--- config.mk ---
export PLATFORM = sky130hd
export DESIGN_NAME = twis_ram
export DESIGN_NICKNAME = d
export VERILOG_FILES = /design/src/sv/twis_ram.sv
export SDC_FILE = /design/constraint.sdc
export NUM_CORES = 2
export LEC_CHECK = 0
export BUFFER_PORTS_ARGS = -buffer_cell sky130_fd_sc_hd__buf_4
export CORE_MARGIN = 2
export CORE_UTILIZATION = 40
export CTS_CLUSTER_DIAMETER = 30
export CTS_CLUSTER_SIZE = 30
export DETAILED_ROUTE_END_ITERATION = 12
export GPL_TIMING_DRIVEN = 0
export PLACE_DENSITY = 0.63
export SETUP_SLACK_MARGIN = 0.1
export SYNTH_ARGS = -nofsm -noshare
export SYNTH_HDL_FRONTEND = slang
export SYNTH_SLANG_ARGS = --single-unit
--- constraint.sdc ---
create_clock -name clk -period 4.2 [get_ports clk]
set_clock_uncertainty 0.2 [all_clocks]
set_input_delay 0.21 -clock clk [delete_from_list [all_inputs] [get_ports clk]]
set_output_delay 0.21 -clock clk [all_outputs]
set_load 0.05 [all_outputs]
--- src/sv/twis_ram.sv ---
// Generic simple dual-port RAM with one write port and a registered read port.
`default_nettype none
module twis_ram #(
	parameter int WIDTH = 8,
	parameter int DEPTH = 256
) (
	input  wire logic                     clk,
	input  wire logic                     we,
	input  wire logic [$clog2(DEPTH)-1:0] waddr,
	input  wire logic [WIDTH-1:0]         wdata,
	input  wire logic                     re,
	input  wire logic [$clog2(DEPTH)-1:0] raddr,
	output      logic [WIDTH-1:0]         rdata
);

	logic [WIDTH-1:0] mem [DEPTH];

	always_ff @(posedge clk) begin
		if (we) begin
			mem[waddr] <= wdata;
		end
		if (re) begin
			rdata <= mem[raddr];
		end
	end

endmodule
`default_nettype wire

* Word level (Yosys, flattened, before mapping)
Memory sizes are Yosys's and may differ from the RTL's. A register that Yosys moved wholly into a read port is not among the register bits.
Index checks and enable logic that the tools add are counted.
** Cells by class
- Multiplexer cells :: 2
** Operators by type and width (number)
- $mux W1 :: 2
** Storage, ports and cells
- Bits in registers :: 0
- Memory bits (writable) :: 2048
- Input bits :: 27
- Memories :: 1
** Memory list
- mem :: words 256, width 8, rd ports 1, clocked after Yosys merged registers in 1, write ports 1, RTL line 16 : logic [WIDTH-1:0] mem [DEPTH];

* Depth between registers and ports, before layout
- Depth after elaboration :: 2
- Mapped depth :: 11
- Gate-level depth less buffers :: 6

* Worst setup path before layout
OpenSTA, ideal clock, no wires.
- Path kind :: input port to flip-flop
- Start point :: in raddr[0]
- End point :: reg rdata[2], read port of mem (data pin)
- Setup time :: 0.269 ns
- Arrival time :: 2.017 ns
- Path slack :: 1.714 ns
- Cell stages on the path :: 9
- Path buffers :: 4
- Cells stage by stage :: buf_6 buf_12 buf_8 buf_2 mux4_2 a22oi_1 a21oi_1 nor4_1 nor4_2
** RTL lines
- start: declaration :: RTL line 12 : input wire logic [$clog2(DEPTH)-1:0] raddr,
- end: declaration :: RTL line 13 : output logic [WIDTH-1:0] rdata

==> run metrics <==
Finish-stage setup viols=1; clk sink count=2056; CTS Buf Count=397; Worst slew margin=-0.0710; pwr dens=approximately 580 nW/um^2; Routed WL=approximately 250 mm; Post-Place Cells=6413; top cells by count, synth=edfxtp_1, mux4_2, nor2_1, mux2i_1, a22oi_1; HP Class=input pin to register; Avg Inst Size Synth=21.3 sq um; DR vias=43400; Min-Delay Startpoint=waddr[4]; Synth Area in XOR/XNOR=0; Syn. warnings=0; R2R Path Start=mem[82][3]; CORE AREA=~200000 sq um; flop2flop setup slack=0.34 ns; final std cells w/o fill=7153; sequential power share=0.402; DR WL/cell=between 30 and 40 um; root buffer cell=clkbuf_16; FP Rows=between 150 and 200; CP Capture Type=register; Fin Hold WS=around 0.056 ns; RSZ-0062 raised after global routing=false; Initial Util=0.403; worst path cell trace=buf_4 -> buf_4 -> nor2b_1 -> clkbuf_1 -> clkbuf_1 -> a22oi_1 -> a21oi_1 -> nor3_1 -> nor4_1; drt drc=0; share of cells above drive strength 1=0.274; Worst path max stage delay=a little over 1 ns; Area growth, synth to finish=21.9%; slew at the pin with the worst max-slew slack=1.61 ns; initial drt markers=7216; I/O Buffers=27; synthesized flop and latch total=~2000; M2 GR Usage=0.357; failing checks=capacitance limit, slew limit, setup timing; M1 GR Usage=0.320; Psw=~0.012 W; Reg clk slew, reported paths=0.05 ns; wire length of the first global-routing pass=approximately 340 mm; drt via density=6.07; area leader, netlist=edfxtp_1; crit path DAT=about 4.6 ns; Startpoint Class=input pin; CP required=between 4 and 5 ns; Cells after Synth=3733; Post-DP HPWL=about 160 mm; Most used DFF post-synth=edfxtp_1; mapped cell area=about 80000 sq um; CTS tree=built; P_int=about 0.044 W; hold worst-path end=mem[113][6]; Crit Path Class=input pin to register; Worst R2R Path Depth=6; GRT Total Usage=0.239; Worst R2R End=rdata[3]; minimum clock period=4.21 ns; max cap viols=5; clk_lat worst skew=0.96 ns; Final Cell Area=~97000 sq um; synth top area cells=edfxtp_1, mux4_2, mux2i_1, nor2_1, a22oi_1; switching share of power=0.214; max-slew violations=42; Total Nets Final=approximately 4200; initial antenna violation count=19; vias in the first global route=approximately 42000; die height=450 um; TNS Setup=-0.00849 ns; fmax=about 240 MHz; pre-CTS setup slack=-1.47 ns; gr busiest metal=met2; # IOs=35; worst setup margin=-0.00849 ns; leakage=~30 nW; total gr overflow=0; die area=203000 sq um; multiplexer area fraction after synthesis=0.146; CP max FO=10; compound-gate portion of the synthesized area=0.0342; cell with the most instances after synthesis=edfxtp_1; Post-synth EDFFs=between 2000 and 2500; placed cell areas=between 80000 and 90000 sq um; DRT antenna net count=0; Mapped Nets=3760; largest net degree at the start of global routing=150; Slowest cell on crit path=nor4_1; status=complete, but fails checks; 1st-pass router iterations=6; Synth Area in Simple Gates=0.0263; Yosys top cell area share=0.775; Longest Clk Path Bufs=4; Seq/Total Area, Yosys=0.775; Tcrit/Tclk final=1.00; final-report hold violation count=0; clock group share of total power=0.555; logic gate share of total power=0.044; GR Util met3=0.0705; ys async rst share=0; Max IR drop VDD=roughly 0.4 mV; Worst Hold Depth=3; synth unique cells=between 50 and 60; Placer Congestion=approximately 0.9; die width=450 um; adder-cell share of the synthesized area=0; htree depth=5; largest family of logic cells by synthesized area=multiplexers; Setup Fix Bufs, Post-CTS=0
-- state kept, by name (all words and copies together) (netlist names) --
signal	cells
mem	2048
rdata	8
-- worst max-delay path, delay by kind of cell --
kind	cells	cell delay, ns
AO/OA/AOI/OAI	2	0.44
buffers and inverters	4	2.09
AND/OR/NAND/NOR	3	1.80
-- cell type report --
class	count	area [sq um]
inverters	2	7.51
repair buffers	59	791
plain buffers	233	1490
multi-input cells	1442	16500
diodes	9	22.5
flip-flops and latches	2056	61700
fillers	15600	101000
clock inverters	259	3010
clock buffers	453	10200
well taps	2640	3300
-- power by group through the flow --
| stage | Clock (W) | Sequential (W) | Combinational, W |
|---|---|---|---|
| 3_5_place_dp | 0 | 0.0231 | 0.00239 |
| 5_1_grt | 0.0325 | 0.0227 | 0.00251 |
| 6_report | 0.0314 | 0.0227 | 0.00247 |
| 4_1_cts | 0.0314 | 0.0227 | 0.00242 |
| 2_1_floorplan | 0 | 0.0231 | 0.00110 |
| 3_3_place_gp | 0 | 0.0231 | 0.00232 |
-- metal layers --
metal | up-vias | part of all wire
met5 | - | 0.00058
met3 | 611 | 0.12
met4 | 10 | 0.056
li1 | 16800 | -
met2 | 3024 | 0.45
met1 | 23000 | 0.37
-- timing repair --
| action | 4_1_cts | 5_1_grt |
|---|---|---|
| resized for setup | 8 | 2 |
| hold buffers | 19 | 0 |
| endpoints found under the setup margin | 5 | 2 |
| hold endpoints to repair | 1289 | 0 |
-- stage by stage --
stage / total power (W) / util
2_1_floorplan: 0.0242 / -
3_3_place_gp: 0.0254 / 0.421
3_5_place_dp: 0.0255 / 0.423
4_1_cts: 0.0566 / 0.491
5_1_grt: 0.0577 / 0.491
6_report: 0.0565 / 0.491
-- worst max path at each step --
stage / start / endpoint
after floorplan: raddr[0] / rdata[2]
after global placement: raddr[2] / rdata[7]
after detailed placement: raddr[2] / rdata[7]
after CTS: raddr[4] / rdata[3]
after global routing: raddr[4] / rdata[3]
final: raddr[4] / rdata[3]
-- layout by cell type (no fill, tap or decap), types with 8 or more instances in the layout --
cell type / synthesis / layout
a21oi_1: 96 / 96
inv_6: 0 / 17
clkinv_2: 0 / 56
dlygate4sd3_1: 0 / 19
a22oi_1: 133 / 133
mux2i_1: 134 / 134
buf_4: 27 / 46
clkinvlp_4: 0 / 42
nor2b_1: 31 / 31
nand2_1: 33 / 33
clkbuf_16: 0 / 400
edfxtp_1: 2056 / 2056
o21ai_0: 10 / 10
nand2b_1: 8 / 8
buf_6: 21 / 21
buf_12: 8 / 9
nand3_1: 34 / 34
buf_16: 0 / 11
nor4_1: 24 / 22
mux4_2: 454 / 454
a22o_1: 8 / 8
buf_8: 13 / 22
o221ai_1: 46 / 46
nor2_1: 282 / 282
buf_2: 31 / 32
o22ai_1: 28 / 28
clkbuf_2: 0 / 22
a211oi_1: 16 / 16
nor3_1: 22 / 22
clkinv_4: 0 / 24
diode_2: 0 / 9
a221oi_1: 13 / 11
nand4_1: 10 / 10
buf_1: 22 / 19
bufinv_16: 0 / 60
clkbuf_1: 111 / 142
o211ai_1: 10 / 10
clkinv_1: 1 / 59
-- cell families (layout without fill, tap and decap cells) --
group	count (synthesis)	count (layout)
compound gates	385	385
flops	2056	2056
mux	591	591
simple gates	466	466
buf+inv	235	1006
other cells	0	9
Note: power is estimated with default switching activity, not from simulation.
