**config.mk**
```make
export PLATFORM = sky130hd
export DESIGN_NAME = twis_walk_flat
export DESIGN_NICKNAME = d
export VERILOG_FILES = /design/src/sv/twis_pkg.sv /design/src/sv/twis_in_if.sv /design/src/sv/twis_out_if.sv /design/src/sv/twis_walk.sv /design/src/flat_wrapper.sv
export SDC_FILE = /design/constraint.sdc
export NUM_CORES = 1
export LEC_CHECK = 0
export BUFFER_PORTS_ARGS = -buffer_cell sky130_fd_sc_hd__buf_2
export CELL_PAD_IN_SITES_DETAIL_PLACEMENT = 1
export CELL_PAD_IN_SITES_GLOBAL_PLACEMENT = 2
export CORE_ASPECT_RATIO = 1.2
export CORE_UTILIZATION = 33
export CTS_CLUSTER_DIAMETER = 150
export DETAILED_ROUTE_END_ITERATION = 6
export PLACE_DENSITY_LB_ADDON = 0.2
export SLEW_MARGIN = 20
export SYNTH_ARGS = -nofsm -noshare
export SYNTH_HDL_FRONTEND = slang
export SYNTH_SLANG_ARGS = --single-unit
export TNS_END_PERCENT = 1
```
**constraint.sdc**
```tcl
create_clock -name clk -period 4.6 [get_ports clk]
set_input_delay 0 -clock clk [delete_from_list [all_inputs] [get_ports clk]]
set_output_delay 0 -clock clk [all_outputs]
set_load 0.02 [all_outputs]
```
**src/sv/twis_pkg.sv**
```systemverilog
// Shared constants and request types for the trie word insert and search block.
`default_nettype none
package twis_pkg;

	localparam int NODES    = 1024;
	localparam int ALPHABET = 26;
	localparam int LETTER_W = 7;
	localparam int NODE_W   = $clog2(NODES);
	localparam int FREE_W   = $clog2(NODES + 1);
	localparam int SLOTS    = NODES * ALPHABET;
	localparam int SLOT_W   = $clog2(SLOTS);
	localparam int OFF_W    = $clog2(ALPHABET);

	localparam logic [LETTER_W-1:0] LETTER_BASE = 7'd97;

	localparam logic CMD_INSERT = 1'b0;
	localparam logic CMD_SEARCH = 1'b1;

	typedef struct packed {
		logic              we;
		logic [SLOT_W-1:0] waddr;
		logic [NODE_W-1:0] wdata;
		logic              re;
		logic [SLOT_W-1:0] raddr;
	} link_req_t;

	typedef struct packed {
		logic              we;
		logic [NODE_W-1:0] waddr;
		logic              wdata;
		logic              re;
		logic [NODE_W-1:0] raddr;
	} end_req_t;

	typedef struct packed {
		logic              clearing;
		logic [FREE_W-1:0] free_node;
	} stat_t;

endpackage
`default_nettype wire

```
**src/sv/twis_in_if.sv**
```systemverilog
// Input channel carrying one letter word with its command and last mark.
`default_nettype none
interface twis_in_if
	import twis_pkg::*;
();
	logic                valid;
	logic                ready;
	logic                command;
	logic [LETTER_W-1:0] letter;
	logic                last;

	modport source (output valid, output command, output letter, output last, input ready);
	modport sink (input valid, input command, input letter, input last, output ready);
endinterface
`default_nettype wire

```
**src/sv/twis_out_if.sv**
```systemverilog
// Output channel carrying one result word per finished word.
`default_nettype none
interface twis_out_if;
	logic valid;
	logic ready;
	logic found;
	logic overflow;

	modport source (output valid, output found, output overflow, input ready);
	modport sink (input valid, input found, input overflow, output ready);
endinterface
`default_nettype wire

```
**src/sv/twis_walk.sv**
```systemverilog
// Walk sequencer: clearing pass, link lookup and allocation, end marks and result register.
`default_nettype none
module twis_walk
	import twis_pkg::*;
(
	input  wire logic              clk,
	input  wire logic              arst_n,
	twis_in_if.sink                letters,
	twis_out_if.source             results,
	output      link_req_t         link_req,
	input  wire logic [NODE_W-1:0] link_rdata,
	output      end_req_t          end_req,
	input  wire logic              end_rdata,
	output      stat_t             stat
);

	typedef enum logic [1:0] {CLEAR, IDLE, LINK, RES} state_t;

	state_t              state_q;
	logic [SLOT_W-1:0]   clr_q;
	logic [NODE_W-1:0]   cur_q;
	logic [FREE_W-1:0]   free_q;
	logic                miss_q;
	logic                fail_q;
	logic                out_valid_q;
	logic                out_found_q;
	logic                out_overflow_q;

	logic                cmd_q;
	logic                last_q;
	logic                lval_q;
	logic [SLOT_W-1:0]   slot_q;

	logic                fire;
	logic [LETTER_W:0]   off_full;
	logic                lval;
	logic [OFF_W-1:0]    off;
	logic [SLOT_W-1:0]   slot;

	logic [NODE_W-1:0]   cur_n;
	logic [FREE_W-1:0]   free_n;
	logic                miss_n;
	logic                fail_n;
	logic                alloc;
	logic                res_load;
	logic                res_dead;

	assign letters.ready = (state_q == IDLE);
	assign fire          = letters.valid && letters.ready;

	assign off_full = {1'b0, letters.letter} - {1'b0, LETTER_BASE};
	assign lval     = (letters.letter >= LETTER_BASE)
		&& ({{(32 - LETTER_W - 1){1'b0}}, off_full} < 32'(ALPHABET));
	assign off      = lval ? off_full[OFF_W-1:0] : '0;
	assign slot     = SLOT_W'(cur_q) * SLOT_W'(ALPHABET) + SLOT_W'(off);

	assign res_dead = miss_q || fail_q;
	assign res_load = (state_q == RES) && (!out_valid_q || results.ready);

	always_comb begin
		cur_n  = cur_q;
		free_n = free_q;
		miss_n = miss_q;
		fail_n = fail_q;
		alloc  = 1'b0;
		if (!(miss_q || fail_q)) begin
			if (!lval_q) begin
				if (cmd_q == CMD_SEARCH) begin
					miss_n = 1'b1;
				end else begin
					fail_n = 1'b1;
				end
			end else if (link_rdata != '0) begin
				cur_n = link_rdata;
			end else if (cmd_q == CMD_SEARCH) begin
				miss_n = 1'b1;
			end else if (free_q < FREE_W'(NODES)) begin
				alloc  = 1'b1;
				cur_n  = free_q[NODE_W-1:0];
				free_n = free_q + FREE_W'(1);
			end else begin
				fail_n = 1'b1;
			end
		end
	end

	always_comb begin
		link_req       = '0;
		end_req        = '0;
		link_req.re    = fire;
		link_req.raddr = slot;
		case (state_q)
			CLEAR: begin
				link_req.we    = 1'b1;
				link_req.waddr = clr_q;
				end_req.we     = (clr_q < SLOT_W'(NODES));
				end_req.waddr  = clr_q[NODE_W-1:0];
			end
			LINK: begin
				link_req.we    = alloc;
				link_req.waddr = slot_q;
				link_req.wdata = free_q[NODE_W-1:0];
				end_req.re     = last_q && (cmd_q == CMD_SEARCH) && !(miss_n || fail_n);
				end_req.raddr  = cur_n;
			end
			RES: begin
				end_req.we     = res_load && (cmd_q == CMD_INSERT) && !res_dead;
				end_req.waddr  = cur_q;
				end_req.wdata  = 1'b1;
			end
			default: begin
			end
		endcase
	end

	always_ff @(posedge clk or negedge arst_n) begin
		if (!arst_n) begin
			state_q        <= CLEAR;
			clr_q          <= '0;
			cur_q          <= '0;
			free_q         <= FREE_W'(1);
			miss_q         <= 1'b0;
			fail_q         <= 1'b0;
			out_valid_q    <= 1'b0;
			out_found_q    <= 1'b0;
			out_overflow_q <= 1'b0;
		end else begin
			if (res_load) begin
				out_valid_q <= 1'b1;
			end else if (results.ready) begin
				out_valid_q <= 1'b0;
			end
			case (state_q)
				CLEAR: begin
					clr_q <= clr_q + SLOT_W'(1);
					if (clr_q == SLOT_W'(SLOTS - 1)) begin
						state_q <= IDLE;
					end
				end
				IDLE: begin
					if (fire) begin
						state_q <= LINK;
					end
				end
				LINK: begin
					cur_q   <= cur_n;
					free_q  <= free_n;
					miss_q  <= miss_n;
					fail_q  <= fail_n;
					state_q <= last_q ? RES : IDLE;
				end
				RES: begin
					if (res_load) begin
						out_found_q    <= (cmd_q == CMD_SEARCH) && !res_dead && end_rdata;
						out_overflow_q <= (cmd_q == CMD_INSERT) && res_dead;
						cur_q          <= '0;
						miss_q         <= 1'b0;
						fail_q         <= 1'b0;
						state_q        <= IDLE;
					end
				end
				default: begin
					state_q <= IDLE;
				end
			endcase
		end
	end

	always_ff @(posedge clk) begin
		if (fire) begin
			cmd_q  <= letters.command;
			last_q <= letters.last;
			lval_q <= lval;
			slot_q <= slot;
		end
	end

	assign results.valid    = out_valid_q;
	assign results.found    = out_found_q;
	assign results.overflow = out_overflow_q;

	assign stat.clearing  = (state_q == CLEAR);
	assign stat.free_node = free_q;

endmodule
`default_nettype wire

```
**src/flat_wrapper.sv**
```systemverilog
// flat-port wrapper written by rule: the top's interface ports become plain ports
module twis_walk_flat import twis_pkg::*;
  (clk, arst_n, link_req, link_rdata, end_req, end_rdata, stat, letters_valid, letters_command, letters_letter, letters_last, letters_ready, results_valid, results_found, results_overflow, results_ready);
  twis_in_if letters_i ();
  twis_out_if results_i ();
  input  wire logic clk;
  input  wire logic arst_n;
  output      link_req_t link_req;
  input  wire logic [NODE_W-1:0] link_rdata;
  output      end_req_t end_req;
  input  wire logic end_rdata;
  output      stat_t stat;
  input wire logic [$bits(letters_i.valid)-1:0] letters_valid;
  input wire logic [$bits(letters_i.command)-1:0] letters_command;
  input wire logic [$bits(letters_i.letter)-1:0] letters_letter;
  input wire logic [$bits(letters_i.last)-1:0] letters_last;
  output wire logic [$bits(letters_i.ready)-1:0] letters_ready;
  output wire logic [$bits(results_i.valid)-1:0] results_valid;
  output wire logic [$bits(results_i.found)-1:0] results_found;
  output wire logic [$bits(results_i.overflow)-1:0] results_overflow;
  input wire logic [$bits(results_i.ready)-1:0] results_ready;
  assign letters_i.valid = letters_valid;
  assign letters_i.command = letters_command;
  assign letters_i.letter = letters_letter;
  assign letters_i.last = letters_last;
  assign letters_ready = letters_i.ready;
  assign results_valid = results_i.valid;
  assign results_found = results_i.found;
  assign results_overflow = results_i.overflow;
  assign results_i.ready = results_ready;
  twis_walk u_core (.clk(clk), .arst_n(arst_n), .letters(letters_i), .results(results_i), .link_req(link_req), .link_rdata(link_rdata), .end_req(end_req), .end_rdata(end_rdata), .stat(stat));
endmodule
```
== Word level (Yosys, flattened, before mapping) ==
Index checks and enable logic that the tools add are counted.

* Flip-flop bits (word level): 61
* Bits in latches: 0
* Memory bits (writable): 0
* Bits in read-only memories: 0
* Bits of input ports: 24
* Logic and storage cells: 94
* Memories: 0

* Add/sub/neg operators: 4
* $mul: 1
* Divide/modulo/power cells: 0
* $lt $le $gt $ge: 4
* Equal/unequal tests: 7
* Shift-type cells: 0
* Muxes and demuxes: 38
* Bitwise operators: 3
* Reductions and logical operators: 24

{| class="wikitable"
|+ Operators by type and width
! kind !! count
|-
| $mux W10 || 7
|-
| $pmux W16 S2 || 1
|-
| $pmux W11 S2 || 1
|-
| $pmux W10 S2 || 1
|-
| $mux W1 || 19
|-
| $add A15 B1 Y15 const B || 1
|-
| $add A15 B5 Y15 || 1
|-
| $eq A15 B15 Y1 const B || 1
|-
| $lt A15 B11 Y1 const B || 1
|-
| $mul A10 B4 Y14 const B || 1
|-
| $add A11 B1 Y11 const B || 1
|-
| $lt A11 B11 Y1 const B || 1
|-
| $mux W11 || 1
|-
| $logic_and A1 B1 Y1 || 10
|-
| $reduce_bool A10 Y1 || 1
|-
| $lt A8 B5 Y1 const B || 1
|-
| $mux W2 || 4
|-
| $pmux W2 S4 || 1
|-
| $sub A7 B7 Y8 const B || 1
|-
| $ge A7 B7 Y1 const B || 1
|-
| $reduce_and A6 Y1 || 1
|-
| $mux W5 || 1
|-
| $eq A2 B2 Y1 const B || 2
|-
| $ne A2 B1 Y1 const B || 2
|-
| 10 further kinds || 19
|}

== Depth between registers and ports, before layout ==
* Depth after elaboration: 10
* Mapped depth: 15

== Least setup slack after synthesis ==
OpenSTA, ideal clock, no wires.

* Kind: register to register
* From: register u_core.cur_q[1]
* To: register u_core.slot_q[11], data pin
* Setup time: 0.261 ns
* Arrival time: 3.431 ns
* Data required time: 4.339 ns
* Slack: 0.908 ns
* Cell stages (with the launch flop): 10
* Buffers on the path: 0
* Clock period less this slack: 3.692 ns
* Cells stage by stage: dfrtp_1 ha_1 fa_1 fa_1 xor2_1 or4b_1 a211oi_2 nand2_1 nor3b_1 xor2_1

{| class="wikitable"
|+ RTL lines
! item !! line !! RTL
|-
| from (decl) || twis_walk.sv:21 || <nowiki>logic [NODE_W-1:0] cur_q;</nowiki>
|-
| from (signal assigned) || twis_walk.sv:146 || <nowiki>cur_q <= cur_n;</nowiki>
|-
| to (signal assigned) || twis_walk.sv:174 || <nowiki>slot_q <= slot;</nowiki>
|-
| to (decl) || twis_walk.sv:32 || <nowiki>logic [SLOT_W-1:0] slot_q;</nowiki>
|}

==> results_dict.tcl <==
set metrics [dict create \
    outcome "complete, no violations" \
    syn_inst 456 \
    via_per_inst 5.24 \
    numPortBuffers 104 \
    cts_setup_buffers 0 \
    postLayoutCoreUtil_pct 41.9 \
    worst-setup-path-type "reg -> out" \
    drive_above_1_share_pct 22.8 \
    reg2reg_depth 9 \
    grt.overflow.total 0 \
    diodes 0 \
    place_area_sq_um 4990 \
    cp_slowest_stage_delay_ps 520 \
    synth.top_cell.area_share_pct 24.3 \
    clkTransAtPathRegs_ps 60 \
    yosysWarnings 0 \
    cts_root_buf "clkbuf_16" \
    cp.arrival_ps 4130 \
    ctsResizeCount 0 \
    core-area_sq_um 12700 \
    required_ps 4600 \
    seq_area_frac_synth_pct 37.4 \
    synthTopCellsByArea "dfrtp_1, edfxtp_1, ha_1" \
    synth_cell_types 56 \
    area_growth_pct 23.4 \
    die_y_um 127 \
    antenna_found_initial 0 \
    period_needed_ps 4130 \
    synth_flop_cell "dfrtp_1" \
    finalSetupTns_ps 0 \
    min_delay_path_depth 3 \
    drcViolationCount 0 \
    dr_total_vias 3820 \
    wl_um 13500 \
    grt_pass1_wl_um 22200 \
    ios 105 \
    gp_congestion 0.803 \
    clock_latency_ps 340 \
    drt_iter0_markers 111 \
    cp-end-kind "output port" \
    ir_worst_vdd_mv 0.513 \
    grt_max_degree 44 \
    finClkSkew_ps 6.55 \
    dieArea_sq_um 13600 \
    synth_area_sq_um 4320 \
    min_path_type "in -> reg" \
    worstHoldStart "results_ready" \
    worst_pin_slew_ps 986 \
    r2r-end "u_core.slot_q[13]" \
    wl_per_cell_um 18.6 \
    synthesis.nets 524 \
    cp_common_cell "fa_1" \
    yosysMostFrequentCell "nor2_1" \
    synth_largest_area_cell "dfrtp_1" \
    fmax_mhz 242 \
    rows 45 \
    setup_viol 0 \
    synth_common_cells "nor2_1, dfrtp_1, inv_1, ha_1, nand2_1" \
    die_w_um 106 \
    cts_buffer_depth 2 \
    p_total_mw 3.71 \
    grt_pass1_vias 3974 \
    rsz0062_at_grt "false" \
    start_util_pct 34.0 \
    cts_tree "done" \
    ant_nets 0 \
    slew_headroom_pct 34.3 \
    nets 628 \
    synth_seq_cells 61 \
    timing.rr.start "u_core.cur_q[1]" \
    path_cells "ha_1, fa_1, fa_1, xor2_1, or4b_1, a211oi_2, nand4_1, nor3_1, xnor2_1, buf_2" \
    dp.final_hpwl_um 10500 \
    min_to "u_core.results.valid" \
    worstPathMaxFanout 7 \
    synth_edf_count 18 \
    drv_slew 0 \
    startpoint_type "register" \
    numClockSinks 61 \
    avgSynthCellArea_sq_um 9.48 \
    worst_path_max_delay_cell "fa_1" \
    first_pass_iters 4 \
    period_share_pct 89.9 \
    h-tree-depth 3 \
    leakagePower_nw 2.64 \
    grt_usage_pct 21.4 \
    drv_cap 0 \
    hold_viol_final 0 \
    cts_buffers 9 \
    powerDensity_nw_per_um2 696 \
    r2r_slack_ps 790 \
    ys_async_sr_fraction_pct 70.5 \
    stdcell_area_sq_um 5330 \
]
## worst max path at each step
| stage | from | cells past startpoint | endpoint | slack [ps] |
|---|---|---|---|---|
| after floorplan | u_core.cur_q[1] | 9 | u_core.slot_q[11] | 910 |
| after global placement | u_core.cur_q[1] | 9 | u_core.slot_q[13] | 970 |
| after detailed placement | u_core.cur_q[1] | 9 | u_core.slot_q[13] | 830 |
| after CTS | u_core.cur_q[1] | 10 | link_req[13] | 450 |
| after global routing | u_core.cur_q[3] | 12 | link_req[13] | 40 |
| final | u_core.cur_q[1] | 10 | link_req[13] | 470 |
## area by class of cell
| type | count | area (sq um) |
|---|---|---|
| Clock inverter | 3 | 17.5 |
| Sequential cell | 61 | 1620 |
| Clock buffer | 13 | 272 |
| Inverter | 37 | 139 |
| Tap cell | 164 | 205 |
| Multi-Input combinational cell | 340 | 2490 |
| Timing Repair Buffer | 111 | 588 |
| Fill cell | 1542 | 7390 |
## repair_timing
item | CTS | global route
hold buffers | 5 | 0
hold endpoints to repair | 46 | 0
setup endpoints to repair | 0 | 0
## metal layers
| layer | global-route usage, % | part of all wire [%] | up-vias |
|---|---|---|---|
| li1 | - | - | 1823 |
| met5 | 0 | 0 | - |
| met3 | 2.65 | 3.6 | 13 |
| met1 | 28.2 | 44 | 1905 |
| met4 | 6.37 | 1.2 | 0 |
| met2 | 36.6 | 51 | 79 |
## worst max-delay path, delay by kind of cell, from the launching register on
family	cells	cell delay, ps
AOI/OAI and AO/OA	1	260
buffers and inverters	1	200
and+or+nand+nor	3	970
adders and majority gates	3	1370
xor gates and xnor gates	2	520
DFF	1	480
## logic make-up after synthesis
| group | Yosys count | share of synthesized area (%) |
|---|---|---|
| buf+inv | 55 | 4.89 |
| flops | 61 | 37.4 |
| fa+ha+maj | 44 | 14.1 |
| xor+xnor | 44 | 8.91 |
| compound gates | 96 | 15.8 |
| mux | 4 | 0.984 |
| simple gates | 152 | 17.8 |
## layout by cell type, fill, tap and decap left out, drive strengths merged, types with 6 or more instances in the layout
cell type  Yosys  final
and2          19     19
a21oi         18     18
nor2          46     46
nand2         32     32
fa             8      8
nand4          6      6
inv           37     37
a22o          18     18
clkbuf        16     13
xnor2         29     29
o22ai         10     10
ha            36     36
edfxtp        18     18
a22oi          9      9
o21ai         11     11
nand3         19     19
o2bb2ai        6      6
dfrtp         42     42
buf            2    106
xor2          15     15
## report_power, final
group          internal, mW  switching (mW)  total (mW)
clock network         0.410           0.248       0.658
registers             0.756           0.179       0.935
logic                 0.752            1.37        2.12
## per-stage QoR
stage / hold slack, ps / worst slack [ps] / instances
after floorplan: -296 / 908 / 456
after global placement: 183 / 971 / 708
after detailed placement: 184 / 826 / 708
after CTS: 13.8 / 446 / 729
after global routing: 49.0 / 43.3 / 729
final: 26.0 / 466 / 729
## flip-flops by register name, summed over array words and instances (netlist names), 2 cells and up
register and cells:
u_core.clr_q 15, u_core.cur_q 10, u_core.free_q 11, u_core.slot_q 15, u_core.state_q 2
Power figures use the tool's default switching activity.
